## src/design/scps_pkg.sv

```systemverilog
`timescale 1ns / 1ps
`default_nettype none

package scps_pkg;

  localparam int COUNT_WIDTH_DEF = 32;

  // request kinds
  localparam logic REQ_BYTE = 1'b0;
  localparam logic REQ_TICK = 1'b1;

  // command characters
  localparam logic [7:0] CHAR_BAR  = 8'h7C;
  localparam logic [7:0] CHAR_E    = 8'h45;
  localparam logic [7:0] CHAR_D    = 8'h44;
  localparam logic [7:0] CHAR_S    = 8'h53;
  localparam logic [7:0] CHAR_ONE  = 8'h31;
  localparam logic [7:0] CHAR_ZERO = 8'h30;
  localparam logic [7:0] CHAR_NINE = 8'h39;

  typedef enum logic [1:0] {
    MODE_IDLE    = 2'd0,
    MODE_AFTER_E = 2'd1,
    MODE_AFTER_D = 2'd2,
    MODE_NUMBER  = 2'd3
  } parse_mode_t;

  // updates the parser asks the step generator to apply
  typedef struct packed {
    logic en_wr;
    logic en_val;
    logic dir_wr;
    logic dir_val;
    logic tgt_load;
    logic cmd_end;
  } parse_ctrl_t;

endpackage

`default_nettype wire

```

## src/design/scps_in_if.sv

```systemverilog
`timescale 1ns / 1ps
`default_nettype none

interface scps_in_if;
  logic       valid;
  logic       ready;
  logic       req_type;
  logic [7:0] byte_value;

  modport source (output valid, output req_type, output byte_value, input ready);
  modport sink   (input valid, input req_type, input byte_value, output ready);
endinterface

`default_nettype wire

```

## src/design/scps_out_if.sv

```systemverilog
`timescale 1ns / 1ps
`default_nettype none

interface scps_out_if;
  logic valid;
  logic ready;
  logic step_pulse;
  logic direction;
  logic axis_enabled;
  logic stop_event;
  logic command_end;

  modport source (output valid, output step_pulse, output direction, output axis_enabled,
                  output stop_event, output command_end, input ready);
  modport sink   (input valid, input step_pulse, input direction, input axis_enabled,
                  input stop_event, input command_end, output ready);
endinterface

`default_nettype wire

```

## src/design/stepper_command_parser_stepgen_core.sv

```systemverilog
`timescale 1ns / 1ps
`default_nettype none

// Channel | Dir | Payload                                            | Transfer
// in_ch   | in  | req_type, byte_value                               | valid && ready
// out_ch  | out | step_pulse, direction, axis_enabled, stop_event,   | valid && ready
//         |     | command_end                                        |
//
// One result per item, next cycle; one item per cycle while out_ch.ready is high.
// Parser and step counters update at the input transfer; the result register holds it.
// in_ch.ready stays high while the result register is empty or being drained.
// Synchronous active-low reset clears parse state, counters, flags and out_ch.valid.

module stepper_command_parser_stepgen_core #(
  parameter int COUNT_WIDTH = scps_pkg::COUNT_WIDTH_DEF
) (
  input wire logic clk,
  input wire logic rst_n,
  scps_in_if.sink    in_ch,
  scps_out_if.source out_ch
);
  import scps_pkg::*;

  parse_ctrl_t             ctrl;
  logic [COUNT_WIDTH-1:0]  accum;
  logic                    accept;
  logic                    byte_acc;

  logic                    enable_r, enable_nxt;
  logic                    direction_r, direction_nxt;
  logic [COUNT_WIDTH-1:0]  step_target_r, step_target_nxt;
  logic [COUNT_WIDTH-1:0]  steps_done_r, steps_done_nxt;
  logic                    pulse_nxt, stop_nxt;

  logic                    out_valid_r;
  logic                    pulse_r, stop_r, end_r, dir_out_r, en_out_r;

  assign in_ch.ready = !out_valid_r || out_ch.ready;
  assign accept      = in_ch.valid && in_ch.ready;
  assign byte_acc    = accept && (in_ch.req_type == REQ_BYTE);

  scps_parser #(
    .COUNT_WIDTH(COUNT_WIDTH)
  ) u_parser (
    .clk       (clk),
    .rst_n     (rst_n),
    .byte_en   (byte_acc),
    .byte_value(in_ch.byte_value),
    .ctrl      (ctrl),
    .accum     (accum)
  );

  always_comb begin
    enable_nxt      = enable_r;
    direction_nxt   = direction_r;
    step_target_nxt = step_target_r;
    steps_done_nxt  = steps_done_r;
    pulse_nxt       = 1'b0;
    stop_nxt        = 1'b0;
    if (in_ch.req_type == REQ_BYTE) begin
      if (ctrl.en_wr) begin
        enable_nxt = ctrl.en_val;
      end
      if (ctrl.dir_wr) begin
        direction_nxt = ctrl.dir_val;
      end
      if (ctrl.tgt_load) begin
        step_target_nxt = accum;
      end
    end else if (step_target_r != '0) begin
      if (steps_done_r != step_target_r) begin
        // wraps when the target was lowered below the done count
        steps_done_nxt = steps_done_r + 1'b1;
        pulse_nxt      = 1'b1;
      end else begin
        step_target_nxt = '0;
        steps_done_nxt  = '0;
        enable_nxt      = 1'b0;
        stop_nxt        = 1'b1;
      end
    end
  end

  always_ff @(posedge clk) begin
    if (!rst_n) begin
      enable_r      <= 1'b0;
      direction_r   <= 1'b0;
      step_target_r <= '0;
      steps_done_r  <= '0;
      out_valid_r   <= 1'b0;
    end else begin
      if (accept) begin
        enable_r      <= enable_nxt;
        direction_r   <= direction_nxt;
        step_target_r <= step_target_nxt;
        steps_done_r  <= steps_done_nxt;
        out_valid_r   <= 1'b1;
      end else if (out_ch.ready) begin
        out_valid_r   <= 1'b0;
      end
    end
  end

  always_ff @(posedge clk) begin
    if (accept) begin
      pulse_r   <= pulse_nxt;
      stop_r    <= stop_nxt;
      end_r     <= byte_acc && ctrl.cmd_end;
      dir_out_r <= direction_nxt;
      en_out_r  <= enable_nxt;
    end
  end

  assign out_ch.valid        = out_valid_r;
  assign out_ch.step_pulse   = pulse_r;
  assign out_ch.direction    = dir_out_r;
  assign out_ch.axis_enabled = en_out_r;
  assign out_ch.stop_event   = stop_r;
  assign out_ch.command_end  = end_r;

endmodule

`default_nettype wire

```

## src/design/scps_parser.sv

```systemverilog
`timescale 1ns / 1ps
`default_nettype none

module scps_parser #(
  parameter int COUNT_WIDTH = scps_pkg::COUNT_WIDTH_DEF
) (
  input  wire logic                     clk,
  input  wire logic                     rst_n,
  input  wire logic                     byte_en,
  input  wire logic [7:0]               byte_value,
  output scps_pkg::parse_ctrl_t         ctrl,
  output logic [COUNT_WIDTH-1:0]        accum
);
  import scps_pkg::*;

  localparam int PW = COUNT_WIDTH + 4;

  parse_mode_t             mode_r, mode_nxt, idle_mode;
  logic [COUNT_WIDTH-1:0]  accum_r, accum_nxt;
  logic                    seen_r, seen_nxt;
  logic                    stopped_r, stopped_nxt;
  logic                    is_digit;
  logic [PW-1:0]           prod;
  logic [COUNT_WIDTH-1:0]  accum_sat;

  assign is_digit = (byte_value >= CHAR_ZERO) && (byte_value <= CHAR_NINE);

  // acc*10 + digit, saturate at all ones
  assign prod = ({4'b0, accum_r} << 3) + ({4'b0, accum_r} << 1) + PW'(byte_value[3:0]);
  assign accum_sat = (|prod[PW-1:COUNT_WIDTH]) ? {COUNT_WIDTH{1'b1}} : prod[COUNT_WIDTH-1:0];

  // mode reached when the byte is taken as a plain command byte
  always_comb begin
    unique case (byte_value)
      CHAR_E:  idle_mode = MODE_AFTER_E;
      CHAR_D:  idle_mode = MODE_AFTER_D;
      CHAR_S:  idle_mode = MODE_NUMBER;
      default: idle_mode = MODE_IDLE;
    endcase
  end

  // next state
  always_comb begin
    mode_nxt    = mode_r;
    accum_nxt   = accum_r;
    seen_nxt    = seen_r;
    stopped_nxt = stopped_r;
    unique case (mode_r)
      MODE_NUMBER: begin
        if (byte_value == CHAR_S) begin
          mode_nxt = MODE_IDLE;
        end else if (!stopped_r && is_digit) begin
          accum_nxt = accum_sat;
          seen_nxt  = 1'b1;
        end else begin
          stopped_nxt = 1'b1;
        end
      end
      default: begin
        mode_nxt = idle_mode;
        if (idle_mode == MODE_NUMBER) begin
          accum_nxt   = '0;
          seen_nxt    = 1'b0;
          stopped_nxt = 1'b0;
        end
      end
    endcase
  end

  // outputs
  always_comb begin
    ctrl = '0;
    unique case (mode_r)
      MODE_AFTER_E: begin
        ctrl.en_wr   = 1'b1;
        ctrl.en_val  = (byte_value == CHAR_ONE);
        ctrl.cmd_end = (byte_value == CHAR_BAR);
      end
      MODE_AFTER_D: begin
        ctrl.dir_wr  = 1'b1;
        ctrl.dir_val = (byte_value != CHAR_ONE);
        ctrl.cmd_end = (byte_value == CHAR_BAR);
      end
      MODE_NUMBER: begin
        ctrl.tgt_load = (byte_value == CHAR_S) && seen_r;
      end
      default: begin
        ctrl.cmd_end = (byte_value == CHAR_BAR);
      end
    endcase
  end

  assign accum = accum_r;

  always_ff @(posedge clk) begin
    if (!rst_n) begin
      mode_r    <= MODE_IDLE;
      accum_r   <= '0;
      seen_r    <= 1'b0;
      stopped_r <= 1'b0;
    end else if (byte_en) begin
      mode_r    <= mode_nxt;
      accum_r   <= accum_nxt;
      seen_r    <= seen_nxt;
      stopped_r <= stopped_nxt;
    end
  end

endmodule

`default_nettype wire

```

## src/flat_wrapper.sv

```systemverilog
// flat-port wrapper written by rule: the top's interface ports become plain ports
module stepper_command_parser_stepgen_core_flat import scps_pkg::*;
#(
  parameter int COUNT_WIDTH = scps_pkg::COUNT_WIDTH_DEF
)
  (clk, rst_n, in_ch_valid, in_ch_req_type, in_ch_byte_value, in_ch_ready, out_ch_valid, out_ch_step_pulse, out_ch_direction, out_ch_axis_enabled, out_ch_stop_event, out_ch_command_end, out_ch_ready);
  scps_in_if in_ch_i ();
  scps_out_if out_ch_i ();
  input wire logic clk;
  input wire logic rst_n;
  input wire logic [$bits(in_ch_i.valid)-1:0] in_ch_valid;
  input wire logic [$bits(in_ch_i.req_type)-1:0] in_ch_req_type;
  input wire logic [$bits(in_ch_i.byte_value)-1:0] in_ch_byte_value;
  output wire logic [$bits(in_ch_i.ready)-1:0] in_ch_ready;
  output wire logic [$bits(out_ch_i.valid)-1:0] out_ch_valid;
  output wire logic [$bits(out_ch_i.step_pulse)-1:0] out_ch_step_pulse;
  output wire logic [$bits(out_ch_i.direction)-1:0] out_ch_direction;
  output wire logic [$bits(out_ch_i.axis_enabled)-1:0] out_ch_axis_enabled;
  output wire logic [$bits(out_ch_i.stop_event)-1:0] out_ch_stop_event;
  output wire logic [$bits(out_ch_i.command_end)-1:0] out_ch_command_end;
  input wire logic [$bits(out_ch_i.ready)-1:0] out_ch_ready;
  assign in_ch_i.valid = in_ch_valid;
  assign in_ch_i.req_type = in_ch_req_type;
  assign in_ch_i.byte_value = in_ch_byte_value;
  assign in_ch_ready = in_ch_i.ready;
  assign out_ch_valid = out_ch_i.valid;
  assign out_ch_step_pulse = out_ch_i.step_pulse;
  assign out_ch_direction = out_ch_i.direction;
  assign out_ch_axis_enabled = out_ch_i.axis_enabled;
  assign out_ch_stop_event = out_ch_i.stop_event;
  assign out_ch_command_end = out_ch_i.command_end;
  assign out_ch_i.ready = out_ch_ready;
  stepper_command_parser_stepgen_core #(.COUNT_WIDTH(COUNT_WIDTH)) u_core (.clk(clk), .rst_n(rst_n), .in_ch(in_ch_i), .out_ch(out_ch_i));
endmodule
```

## config.mk

```make
export PLATFORM = sky130hd
export DESIGN_NAME = stepper_command_parser_stepgen_core_flat
export DESIGN_NICKNAME = d
export VERILOG_FILES = /design/src/design/scps_pkg.sv /design/src/design/scps_in_if.sv /design/src/design/scps_out_if.sv /design/src/design/stepper_command_parser_stepgen_core.sv /design/src/design/scps_parser.sv /design/src/flat_wrapper.sv
export SDC_FILE = /design/constraint.sdc
export NUM_CORES = 1
export LEC_CHECK = 0
export BUFFER_PORTS_ARGS = -buffer_cell sky130_fd_sc_hd__buf_2
export CELL_PAD_IN_SITES_DETAIL_PLACEMENT = 1
export CELL_PAD_IN_SITES_GLOBAL_PLACEMENT = 2
export CORE_MARGIN = 2
export CORE_UTILIZATION = 41
export CTS_BUF_LIST = sky130_fd_sc_hd__clkbuf_8
export CTS_CLUSTER_DIAMETER = 100
export CTS_CLUSTER_SIZE = 25
export DETAILED_ROUTE_END_ITERATION = 8
export PLACE_DENSITY = 0.82
export SYNTH_ARGS = -nofsm -noshare
export SYNTH_HDL_FRONTEND = slang
export SYNTH_SLANG_ARGS = --single-unit
```

## constraint.sdc

```tcl
create_clock -name clk -period 4.9 [get_ports clk]
set_input_delay 1.47 -clock clk [delete_from_list [all_inputs] [get_ports clk]]
set_output_delay 1.47 -clock clk [all_outputs]
set_load 0.05 [all_outputs]
```

### Yosys cells after proc, flatten, opt, wreduce, memory -nomap -nowiden

Cells that the tools add are included.

| storage, ports and cells | value |
|---|---|
| register bits | 108 |
| output and inout bits | 7 |
| word-level logic and storage cells | 91 |

| cells by class | value |
|---|---|
| add/subtract/negate cells | 3 |
| magnitude comparators | 2 |
| eq/ne operators | 17 |
| muxes and demuxes | 34 |
| bitwise logic cells | 1 |
| reduce and logical (&&, ||, !) cells | 20 |

Operators with widths:

| kind | number |
|---|---|
| 2-to-1 mux 32 bit | 10 |
| adder 35 x 33 -> 36 bit | 1 |
| adder 36 x 4 -> 36 bit | 1 |
| adder 32 x 1 -> 32 bit (second input constant) | 1 |
| == test 8 x 7 -> 1 bit (second input constant) | 4 |
| inequality test 32 bit | 1 |
| nonzero test 32 bit | 1 |
| 2-to-1 mux 1 bit | 19 |
| AND reduction 4 bit | 3 |
| inequality test 2 bit (second input constant) | 5 |
| == test 8 x 6 -> 1 bit (second input constant) | 1 |
| >= comparator 8 x 6 -> 1 bit (second input constant) | 1 |
| less-or-equal comparator 8 x 6 -> 1 bit (second input constant) | 1 |
| 2-to-1 mux 2 bit | 4 |
| inequality test 8 x 6 -> 1 bit (second input constant) | 1 |
| == test 2 bit (second input constant) | 3 |
| logical AND 1 bit | 6 |
| case mux 2 bit (3 select lines) | 1 |
| nonzero test 2 bit | 3 |
| AND reduction 2 bit | 2 |
| OR reduction 4 bit | 1 |
| AND reduction 3 bit | 1 |
| == test 2 x 1 -> 1 bit (second input constant) | 1 |
| zero test 1 bit | 2 |
| 3 further kinds | 3 |

### Longest topological paths before layout

Gate-level depths: netlist of the first run.

| logic depth | value |
|---|---|
| depth after elaboration | 7 |
| gate-level depth with buffers | 14 |

### Hierarchy

From an unflattened synthesis of the first run, not the netlist that was laid out.

| second synthesis, totals | value |
|---|---|
| cells, all modules | 976 |
| area, all modules | 7922.6 um^2 |

Modules (own cells, without submodules):

| module | instances | cells each | area an instance (um^2) | seq. area each (um^2) |
|---|---|---|---|---|
| scps_parser | 1 | 529 | 4189.0 | 720.7 |
| stepper_command_parser_stepgen_core | 1 | 447 | 3733.6 | 1491.4 |

### Worst setup path before layout of the first run

OpenSTA, ideal clock, no wires.

| timing | value |
|---|---|
| path kind | input port to flip-flop |
| start | input in_ch_byte_value[3] |
| end | register u_core.u_parser.accum_r[31], in the netlist u_core.u_parser.accum[31] |
| library setup time | 73 ps |
| arrival time | 4235 ps |
| data required time | 4827 ps |
| setup slack | 592 ps |
| cell stages on the path | 13 |
| path buffers | 1 |
| cells stage by stage | fa_1 > inv_1 > fa_1 > nor2b_4 > o31a_1 > o21ai_1 > a311oi_2 > o211ai_2 > a311o_1 > a41oi_2 > a21oi_2 > buf_6 > o211ai_2 |

| between the ends | value |
|---|---|
| longest elaborated chain between the ends | 6 |
| elaborated cells on any way between the ends | 19 |
| those cells by class | add/sub: 1; order compare: 2; eq/ne: 6; mux: 5; reduce/logical: 5 |

RTL lines:

| what | line | source |
|---|---|---|
| from (decl) | flat_wrapper.sv:13 | `input wire logic [$bits(in_ch_i.byte_value)-1:0] in_ch_byte_value;` |
| adder 36 x 4 -> 36 bit | scps_parser.sv:29 | `assign prod = ({4'b0, accum_r} << 3) + ({4'b0, accum_r} << 1) + PW'(byte_value[3:0]);` |
| OR reduction 4 bit | scps_parser.sv:30 | `assign accum_sat = (\|prod[PW-1:COUNT_WIDTH]) ? {COUNT_WIDTH{1'b1}} : prod[COUNT_WIDTH-1:0];` |
| 2-to-1 mux 32 bit | scps_parser.sv:30 |  |
| 2-to-1 mux 32 bit | scps_parser.sv:52 | `end else if (!stopped_r && is_digit) begin` |
| 2-to-1 mux 32 bit | scps_parser.sv:50 | `if (byte_value == CHAR_S) begin` |
| 2-to-1 mux 32 bit | scps_parser.sv:48 | `unique case (mode_r)` |
| to (signal assigned) | scps_parser.sv:103 | `accum_r <= accum_nxt;` |
| to (decl) | scps_parser.sv:19 | `logic [COUNT_WIDTH-1:0] accum_r, accum_nxt;` |

Several ways; a longest one is shown, not always the timed one. The select of a mux whose other input is x is not followed.
A chain may end at the register's enable or synchronous reset.

### Worst setup path in the final report of the first run

| timing | value |
|---|---|
| start | input in_ch_byte_value[3] |
| end | register u_core.u_parser.accum_r[3], in the netlist u_core.u_parser.accum[3] |

Same word-level chain as after synthesis.

==> key figures, run 1 <==
STA
  – F_max: 0.231 GHz
  – Slew @ Worst Pin: 1.03 ns
  – Tcrit/Tclk final: 0.884
  – Final Max Tran Viols: 0
  – Finish-stage setup viols: 0
  – Setup_tns: 0 ns
  – Final hold violations: 0
  – RSZ-0062 raised after global routing: false
  – Min cycle time layout: 4.33 ns
  – Slew headroom: 0.312
  – Final WS setup: 0.567 ns
  – Clock skew: 0.0103 ns

CTS
  – # hold bufs at CTS: 0
  – Post-CTS setup buffer count: 0
  – Worst skew pair latency: 0.38 ns
  – Post-CTS Resized: 0
  – Clock slew at reported path FFs: 0.11 ns
  – Sink Count: 108
  – Root Buffer: clkbuf_8
  – CTS tree: built
  – CTS buffer count: 9
  – Htree depth: 3
  – Clock buffer depth: 2

Synthesis
  – Top_reg_cell synth: dfxtp_1
  – Yosys top cell by area: dfxtp_1
  – Syn Area/Cell: 8.51 µm²
  – Sequential area share after synthesis: 0.308
  – Synth area leaders: dfxtp_1 29%, ha_1 11%, xnor2_1 7.1%
  – Post-synth EDFFs: 5
  – Mapped Nets: 923
  – Post-Syn Instances: 844
  – YS warnings: 0
  – Synth cell types: 70
  – Synth Cell Area: 7180 µm²
  – FFs w/ async S/R, synth: 0
  – Post-synth top cells: 103 x dfxtp_1, 78 x nand2_1, 65 x a21oi_1, 65 x nor2_1, 64 x ha_1
  – Seq cells post-synth: 108
  – Top-count cell post-synth: dfxtp_1
  – Post-synth top area share: 0.287

Floorplanning
  – Effective utilization at floorplan: 0.417
  – Top Ports: 20
  – Row cnt: 48
  – Core area: 17200 µm²
  – DIE AREA: 18600 µm²
  – Horiz. Die Dim: 136 µm
  – Vertical die dimension: 136 µm

Global route
  – First-pass GRT wire length: 31600 µm
  – Vias in the first global route: 6073
  – GRT overflow: 0
  – Initial antenna violation count: 0
  – Gr usage total: 0.214
  – Largest net degree at the start of global routing: 45

Placed design
  – Inst Count DP: 1056
  – Dpl ws: 0.156 ns
  – Gpl congestion: 0.893
  – Hpwl dp: 15100 µm
  – Placed cell areas: 7450 µm²
  – Port bufs: 19

Power
  – Logic pwr share: 0.038
  – Static leakage: 3.23 nW
  – Sw Ratio: 0.233
  – Maximum vdd drop: 0.000121 V
  – Cell Int Power: 1.19 mW
  – Clock Power Share: 0.392
  – Power Dens Cells: 203 nW/µm²
  – Pwr Total: 1.56 mW
  – Net Sw Power: 0.362 mW
  – Flop pwr share: 0.570

Finish
  – Area Overhead vs Synth: 6.83%
  – Final instance area: 7670 µm²
  – Layout cell share with drive strength beyond 1: 0.0897
  – Ant diodes: 0
  – Nets@finish: 921
  – Finished Layout Cells: 1072

Drt
  – # DRC: 0
  – Routed wire length: 19000 µm
  – Routed wire length per instance: 17.7 µm
  – Via count: 5936
  – Drt initial violations: 266
  – Routed Antenna Nets: 0
  – Initial DRT Pass Iterations: 4
  – Via/cell ratio: 5.54

Worst setup path
  – CP top delay family: compound AO/OA/AOI/OAI gates
  – Crit path max fanout: 32
  – Worst path slowest cell: fa_1
  – Critical Path Start Type: input pin
  – Worst path max stage delay: 0.56 ns
  – Worst EP required: 5.20 ns
  – Worst path arrival time: 4.64 ns
  – Cells along the critical path: buf_2, fa_1, inv_1, fa_1, nor2b_4, o31a_1, o21ai_1, a311oi_2, o211ai_2, a311o_1, a41oi_2, a21oi_2, buf_12, o211ai_1
  – Crit. End Element: register
  – Buf/Inv on CP: 3
  – Worst Path Class, Setup: input pin to register
  – Most frequent CP cell: fa_1

Min path
  – Hold Path Class: register to register

Flow run
  – MaxCap Viol Count: 0

Run status
  – Status: complete, no violations
-- stage by stage --
| step | hold WS (ns) | util |
|---|---|---|
| floorplan | 0.468 | - |
| CTS | 0.517 | 0.445 |
| detailed placement | 0.497 | 0.432 |
| global route | 0.560 | 0.445 |
| global placement | 0.486 | 0.432 |
| finish | 0.521 | 0.445 |
-- worst paths after layout --
kind / cells after the start / slack, ns / start / endpoint
worst max-delay path: 14 / 0.57 / in_ch_byte_value[3] / u_core.u_parser.accum[3]
worst min-delay path: 2 / 0.52 / u_core.enable_r / u_core.enable_r
worst max register to register: 14 / 1.35 / u_core.u_parser.accum[2] / u_core.u_parser.accum[3]
worst min register to register: 2 / 0.52 / u_core.enable_r / u_core.enable_r
-- cells by family after synthesis --
| logic type | share of synthesized area |
|---|---|
| AND/OR/NAND/NOR | 0.235 |
| AO/OA/AOI/OAI | 0.187 |
| flip-flops | 0.308 |
| XOR/XNOR | 0.110 |
| adder cells (fa/ha/maj) | 0.117 |
| buffers and inverters | 0.0380 |
| multiplexers | 0.00575 |
-- power groups by stage --
stage	Combinational, mW	Clock (mW)	Sequential (mW)
floorplan	0.0323	0	0.916
global placement	0.0580	0	0.908
finish	0.0595	0.610	0.888
global route	0.0650	0.658	0.888
detailed placement	0.0597	0	0.908
CTS	0.0598	0.627	0.888
-- flip-flops by register name (all words and copies together), names as in the netlist, 2 cells and up --
name / count
u_core.step_target_r: 32
u_core.u_parser.mode_r: 2
u_core.u_parser.accum: 32
u_core.steps_done_r: 32
-- layout make-up --
class | instances | area (µm²)
Fill cell | 2055 | 9560
Multi-Input combinational cell | 678 | 4720
Sequential cell | 108 | 2210
Tap cell | 225 | 282
Timing Repair Buffer | 27 | 168
Clock buffer | 9 | 124
Clock inverter | 7 | 98.8
Inverter | 18 | 67.6
-- cell usage in the layout, fill, tap and decap left out, types with 18 or more instances in the layout --
cell type  instances
a21o_1            18
nand4_1           24
xnor2_1           58
nand2_1           78
ha_1              64
o21ai_0           27
a22oi_1           29
buf_2             19
a21oi_1           65
dfxtp_1          103
nor2b_1           38
xor2_1            32
nor3b_1           34
nor2_1            65
-- routing by layer --
metal	routed length (µm)	up-vias	global-route usage
li1	-	3016	-
met1	9880	2857	0.309
met3	329	18	0.0231
met5	0	-	0
met2	8530	45	0.337
met4	275	0	0.0631
-- tightest hold or removal path: cells and delay by family (launching register included) --
kind / cells / cell delay, ns
DFF: 1 / 0.34
AOI/OAI and AO/OA: 2 / 0.14
Power figures use the tool's default switching activity.
==> inputs of run 2 (changes only) <==
--- a/config.mk
+++ b/config.mk
@@ -6,14 +6,15 @@
 export NUM_CORES = 1
 export LEC_CHECK = 0
+export ABC_AREA = 1
 export BUFFER_PORTS_ARGS = -buffer_cell sky130_fd_sc_hd__buf_2
 export CELL_PAD_IN_SITES_DETAIL_PLACEMENT = 1
 export CELL_PAD_IN_SITES_GLOBAL_PLACEMENT = 2
 export CORE_MARGIN = 2
-export CORE_UTILIZATION = 41
+export CORE_UTILIZATION = 36
 export CTS_BUF_LIST = sky130_fd_sc_hd__clkbuf_8
 export CTS_CLUSTER_DIAMETER = 100
 export CTS_CLUSTER_SIZE = 25
 export DETAILED_ROUTE_END_ITERATION = 8
-export PLACE_DENSITY = 0.82
+export PLACE_DENSITY = 0.83
 export SYNTH_ARGS = -nofsm -noshare
 export SYNTH_HDL_FRONTEND = slang
==> constraint.sdc (replaced) <==
create_clock -name clk -period 4.9 [get_ports clk]
set_input_delay 1.225 -clock clk [delete_from_list [all_inputs] [get_ports clk]]
set_output_delay 1.225 -clock clk [all_outputs]
set_load 0.05 [all_outputs]
==> run 2 against run 1 <==
Effect of this change: die area increased by 37%; worst setup slack improved by 0.58 ns; wire length increased by 43%; area after synthesis increased by 21%; synthesized cell count increased by 70%; via count increased by 47%; worst hold slack got worse by 0.044 ns; final cell count increased by 64%; critical endpoint is now u_core.u_parser.accum[31]; largest cell class unchanged.
==> key figures, run 2 <==
CTS
  – CTS buffer count: 9
  – Clock slew at reported path FFs: 0.13 ns
  – Post-CTS Resized: 0
  – Sink Count: 108
  – CTS tree: built
  – # hold bufs at CTS: 0
  – Post-CTS setup buffer count: 0
  – Clock buffer depth: 2
  – Worst skew pair latency: 0.40 ns
  – Root Buffer: clkbuf_8
  – Htree depth: 3

Synthesis
  – FFs w/ async S/R, synth: 0
  – Top_reg_cell synth: dfxtp_1
  – Seq cells post-synth: 108
  – Post-synth top cells: 526 x nand2_1, 181 x inv_1, 147 x nor2_1, 103 x dfxtp_1, 82 x a21oi_1
  – Mapped Nets: 1518
  – Synth cell types: 46
  – Syn Area/Cell: 6.04 µm²
  – Yosys top cell by area: dfxtp_1
  – YS warnings: 0
  – Post-synth top area share: 0.237
  – Top-count cell post-synth: nand2_1
  – Post-synth EDFFs: 5
  – Sequential area share after synthesis: 0.254
  – Synth Cell Area: 8700 µm²
  – Post-Syn Instances: 1439
  – Synth area leaders: dfxtp_1 24%, nand2_1 23%, ha_1 9.2%

Global route
  – Vias in the first global route: 8855
  – First-pass GRT wire length: 45800 µm
  – GRT overflow: 0
  – Initial antenna violation count: 0
  – Largest net degree at the start of global routing: 49
  – Gr usage total: 0.219

Placed design
  – Inst Count DP: 1744
  – Port bufs: 19
  – Placed cell areas: 9050 µm²
  – Gpl congestion: 0.857
  – Dpl ws: 0.706 ns
  – Hpwl dp: 22000 µm

Power
  – Power Dens Cells: 190 nW/µm²
  – Maximum vdd drop: 0.000105 V
  – Pwr Total: 1.76 mW
  – Static leakage: 4.42 nW
  – Sw Ratio: 0.305
  – Net Sw Power: 0.536 mW
  – Cell Int Power: 1.22 mW
  – Flop pwr share: 0.523
  – Clock Power Share: 0.335
  – Logic pwr share: 0.142

Drt
  – # DRC: 0
  – Drt initial violations: 426
  – Routed Antenna Nets: 0
  – Routed wire length: 27300 µm
  – Via/cell ratio: 4.97
  – Initial DRT Pass Iterations: 4
  – Routed wire length per instance: 15.5 µm
  – Via count: 8754

Finish
  – Finished Layout Cells: 1760
  – Ant diodes: 0
  – Nets@finish: 1515
  – Leading cell type in the layout, fill and taps excluded: nand2_1
  – Final instance area: 9250 µm²
  – Fillers: 3269
  – Layout cell share with drive strength beyond 1: 0.0527
  – Most frequent cells in the layout: 526 x nand2_1, 181 x inv_1, 145 x nor2_1
  – Area Overhead vs Synth: 6.40%

Run status
  – Status: complete, no violations

Worst setup path
  – Cells along the critical path: buf_2, fa_1, inv_1, fa_1, inv_1, nand2_1, nand2_1, nand3_1, nand2_1, nand2_1, nand2_1, nand2_1, nand3_1, nand2_1, nor2_2, buf_4, nand3_1, nand2_1, a21oi_1
  – Worst path arrival time: 4.00 ns
  – Worst path max stage delay: 0.57 ns
  – Crit. End Element: register
  – Critical Path Start Type: input pin
  – Worst path slowest cell: fa_1
  – Worst EP required: 5.15 ns
  – Worst Path Class, Setup: input pin to register
  – Crit path max fanout: 32
  – Most frequent CP cell: nand2_1

Floorplanning
  – Vertical die dimension: 159 µm
  – Top Ports: 20
  – Horiz. Die Dim: 159 µm
  – Core area: 23600 µm²
  – DIE AREA: 25400 µm²
  – Row cnt: 56
  – Effective utilization at floorplan: 0.368

STA
  – Finish-stage setup viols: 0
  – Final hold violations: 0
  – F_max: 0.266 GHz
  – Setup_tns: 0 ns
  – Clock skew: 0.0257 ns
  – Min cycle time layout: 3.75 ns
  – Slew headroom: 0.280
  – Slew @ Worst Pin: 1.08 ns
  – Tcrit/Tclk final: 0.766
  – Final Max Tran Viols: 0
  – RSZ-0062 raised after global routing: false
  – Final WS setup: 1.15 ns

Flow run
  – MaxCap Viol Count: 0

Min path
  – Hold Path Class: register to register
## run 2: cell types whose count changed after synthesis, sizes merged, moves of 17 or more
cell | previous run | this run
nand3 | 17 | 75
nand2 | 86 | 527
nor2 | 65 | 149
xnor2 | 58 | 19
a21o | 19 | 2
nor3 | 5 | 31
a21oi | 66 | 83
nor3b | 34 | 2
xor2 | 32 | 13
a22oi | 29 | 1
nor2b | 40 | 0
inv | 17 | 190
nand4 | 24 | 68
## run 2: per-layer routing
layer / up-vias / wire, µm / GRT usage
li1: 4595 / - / -
met1: 4077 / 13900 / 0.309
met2: 57 / 12400 / 0.362
met3: 25 / 466 / 0.0175
met4: 0 / 427 / 0.0537
met5: - / 0 / 0
## run 2: path summary, 6_finish.rpt
path                            depth (start not counted)                 startpoint  slack, ns                   endpoint
worst max register to register                         18   u_core.u_parser.accum[0]       1.72  u_core.u_parser.accum[31]
worst min register to register                          2  u_core.u_parser.stopped_r       0.48  u_core.u_parser.stopped_r
worst max-delay path                                   19        in_ch_byte_value[3]       1.15  u_core.u_parser.accum[31]
worst min-delay path                                    2  u_core.u_parser.stopped_r       0.48  u_core.u_parser.stopped_r
## run 2: cells by family (layout without fill, tap and decap cells)
logic type / after synthesis / in the layout / share of synthesized area
DFF: 108 / 108 / 0.254
buffers and inverters: 234 / 236 / 0.108
AOI/OAI and AO/OA: 120 / 120 / 0.0768
adders and majority gates: 66 / 66 / 0.0967
and+or+nand+nor: 879 / 879 / 0.432
xor gates and xnor gates: 32 / 32 / 0.0322
## run 2: area by class of cell
type / count / area (µm²) / share of cell area
Clock buffer: 9 / 124 / 0.0134
Clock inverter: 7 / 76.3 / 0.00825
Inverter: 191 / 717 / 0.0775
Multi-Input combinational cell: 1097 / 5560 / 0.600
Sequential cell: 108 / 2210 / 0.239
Tap cell: 319 / 399 / 0.0431
Timing Repair Buffer: 29 / 170 / 0.0184
## run 2: critical path, delay by kind of cell
| family | cells | cell delay [ns] |
|---|---|---|
| simple gates | 12 | 1.09 |
| fa+ha+maj | 2 | 1.00 |
| buf+inv | 4 | 0.63 |
| compound gates | 1 | 0.06 |
## run 2: power groups by stage
stage / clock network, mW / logic [mW] / registers, mW
3_3_place_gp: 0 / 0.250 / 0.939
4_1_cts: 0.611 / 0.254 / 0.920
6_report: 0.589 / 0.250 / 0.920
5_1_grt: 0.643 / 0.286 / 0.923
3_5_place_dp: 0 / 0.254 / 0.940
2_1_floorplan: 0 / 0.182 / 0.949
## run 2: through the flow
step / hold WS, ns / util
floorplan: 0.439 / -
global placement: 0.452 / 0.383
detailed placement: 0.461 / 0.383
CTS: 0.479 / 0.392
global route: 0.512 / 0.392
finish: 0.478 / 0.392
==> inputs of run 3 (changes only) <==
ABC_AREA = 0   (was 1)
CORE_UTILIZATION = 37   (was 36)
PLACE_DENSITY = 0.78   (was 0.83)
clock period = 3.34 ns   (was 4.9 ns; I/O delays follow)
==> run 3 against run 2 <==
Effect of this change: the run now ends with setup timing left; register-to-register slack lost 1.8 ns; via count fell by 30%; clock skew shrank 0.014 ns; critical path depth shrank 3; largest cell class unchanged; highest routed layer unchanged.
==> key figures, run 3 (synthesized netlist as in run 1, its figures left out) <==
Drt
  – Drt initial violations: 239
  – Metal1 wirelength: 10500 µm
  – Routed wire length per instance: 17.9 µm
  – Routed wire length: 20600 µm
  – Via count: 6156
  – Via/cell ratio: 5.35
  – Met3 WL post-DR: 303 µm
  – DR top layer: met4
  – Routed Antenna Nets: 0
  – Routed met2 length: 9420 µm
  – # DRC: 0
  – Initial DRT Pass Iterations: 4

Power
  – Static leakage: 3.46 nW
  – Net Sw Power: 0.544 mW
  – Sw Ratio: 0.244
  – Cell Int Power: 1.68 mW
  – Clock Power Share: 0.372
  – Power Dens Cells: 274 nW/µm²
  – Flop pwr share: 0.585
  – Maximum vdd drop: 0.000143 V
  – Pwr Total: 2.23 mW
  – Logic pwr share: 0.043

Worst setup path
  – Crit path max fanout: 8
  – Crit. End Element: register
  – Worst EP required: 3.67 ns
  – Worst path arrival time: 3.90 ns
  – Cells along the critical path: buf_6, fa_1, inv_2, fa_2, nor2b_4, o31a_1, o21ai_2, a311oi_2, o211ai_2, buf_4, a21o_2, a41oi_2, a21oi_4, buf_12, clkbuf_16, nand2_1
  – Buf/Inv on CP: 5
  – Worst path slowest cell: fa_1
  – Worst path max stage delay: 0.53 ns
  – Cell count along the critical path: 16
  – Origin of the worst setup path: in_ch_byte_value[3]
  – CP top delay family: compound AO/OA/AOI/OAI gates
  – R2r startpoint: u_core.u_parser.accum[2]
  – Critical Path Start Type: input pin
  – R2R setup slack: -0.10 ns
  – R2R depth: 15
  – Worst Path Class, Setup: input pin to register

Global route
  – First-pass GRT wire length: 33400 µm
  – GRT overflow: 0
  – Largest net degree at the start of global routing: 47
  – Vias in the first global route: 6261
  – Gr usage total: 0.205
  – Initial antenna violation count: 0

CTS
  – CTS buffer count: 9
  – Sink Count: 108
  – Htree depth: 3
  – Root Buffer: clkbuf_8
  – Clock buffer depth: 2
  – # hold bufs at CTS: 0
  – CTS tree: built
  – Worst skew pair latency: 0.40 ns
  – Clock slew at reported path FFs: 0.11 ns

Placed design
  – Gpl congestion: 0.818
  – Placed cell areas: 7790 µm²
  – Dpl ws: -0.650 ns
  – Hpwl dp: 16000 µm
  – Port bufs: 19

STA
  – Final Max Tran Viols: 0
  – Finish-stage setup viols: 32
  – Tcrit/Tclk final: 1.07
  – Hold Slack: 0.525 ns
  – Min cycle time layout: 3.57 ns
  – F_max: 0.280 GHz
  – Clock skew: 0.0117 ns
  – Final hold violations: 0
  – Slew @ Worst Pin: 1.28 ns
  – Final WS setup: -0.230 ns
  – RSZ-0062 raised after global routing: true
  – Slew headroom: 0.143

Min path
  – WHS Path Cells: 2
  – Min-delay src: u_core.enable_r
  – Hold Path Class: register to register

Run status
  – Status: complete, but fails checks
  – Violated checks: setup timing

Finish
  – Util after Layout: 0.430
  – Final instance area: 8130 µm²
  – Area Overhead vs Synth: 13.2%
  – Most frequent cells in the layout: 103 x dfxtp_1, 77 x nand2_1, 65 x nor2_1, 65 x a21oi_1, 62 x ha_1
  – Layout cell share with drive strength beyond 1: 0.141
  – Leading cell type in the layout, fill and taps excluded: dfxtp_1
  – Area of the multi-input gates: 4780 µm²
  – FF/Latch Area: 2210 µm²
  – Ant diodes: 0
  – Nets@finish: 965
  – Fillers: 2297

Floorplanning
  – Top Ports: 20
  – Row cnt: 50
  – Horiz. Die Dim: 143 µm
  – Vertical die dimension: 143 µm
  – Effective utilization at floorplan: 0.380
  – Core area: 18900 µm²
  – DIE AREA: 20500 µm²

Flow run
  – MaxCap Viol Count: 0
run 3: cell count changes in the layout (fill, tap and decap cells not counted), sizes merged, moves of 32 or more:
cell	previous run	this run
nor2b	0	40
inv	194	19
nand2	527	86
nor3b	2	34
nand4	68	24
xnor2	19	58
nand3	75	17
buf	29	70
nor2	149	65
run 3: what timing repair did:
| item | CTS | global route |
|---|---|---|
| pin swaps | 3 | 2 |
| endpoints found under the setup margin | 32 | 32 |
| cloned | 0 | 2 |
| setup buffers | 0 | 5 |
| resized for setup | 3 | 6 |
run 3: through the flow:
stage,std cells,setup TNS (ns)
final,1151,-5.23
after global routing,1151,-7.97
after CTS,1144,-3.41
after detailed placement,1128,-18.45
after global placement,1128,-15.85
after floorplan,844,-5.74
run 3: worst register-to-register path: stages (launching register included):
cell	delay [ns]
dfxtp_1	0.35
fa_1	0.59
inv_2	0.05
fa_2	0.36
nor2b_4	0.13
o31a_1	0.23
o21ai_2	0.10
a311oi_2	0.38
o211ai_2	0.13
buf_4	0.16
a21o_2	0.21
a41oi_2	0.26
a21oi_4	0.08
buf_12	0.15
clkbuf_16	0.16
nand2_1	0.05
run 3: power by group through the flow:
stage | clock network (mW) | registers (mW) | logic (mW)
after CTS | 0.850 | 1.30 | 0.0946
after global routing | 0.906 | 1.30 | 0.103
after floorplan | 0 | 1.34 | 0.0473
after detailed placement | 0 | 1.33 | 0.0930
after global placement | 0 | 1.33 | 0.0896
final | 0.829 | 1.30 | 0.0949
run 3: area by class of cell:
class | instances | share of cell area
multi-input cells | 678 | 0.587
flip-flops and latches | 108 | 0.272
repair buffers | 71 | 0.0682
well taps | 260 | 0.0400
clock buffers | 9 | 0.0152
clock inverters | 7 | 0.00908
inverters | 18 | 0.00831
run 3: path summary, 6_finish.rpt:
check,to
setup reg to reg,u_core.u_parser.accum[20]
hold reg to reg,u_core.enable_r
setup / recovery,u_core.u_parser.accum[20]
hold / removal,u_core.enable_r
run 3: per-layer routing:
metal  global-route usage  vias up
met5                    0        -
met4               0.0655        0
met2                0.322       39
met3               0.0203       20
met1                0.295     2996
li1                     -     3101
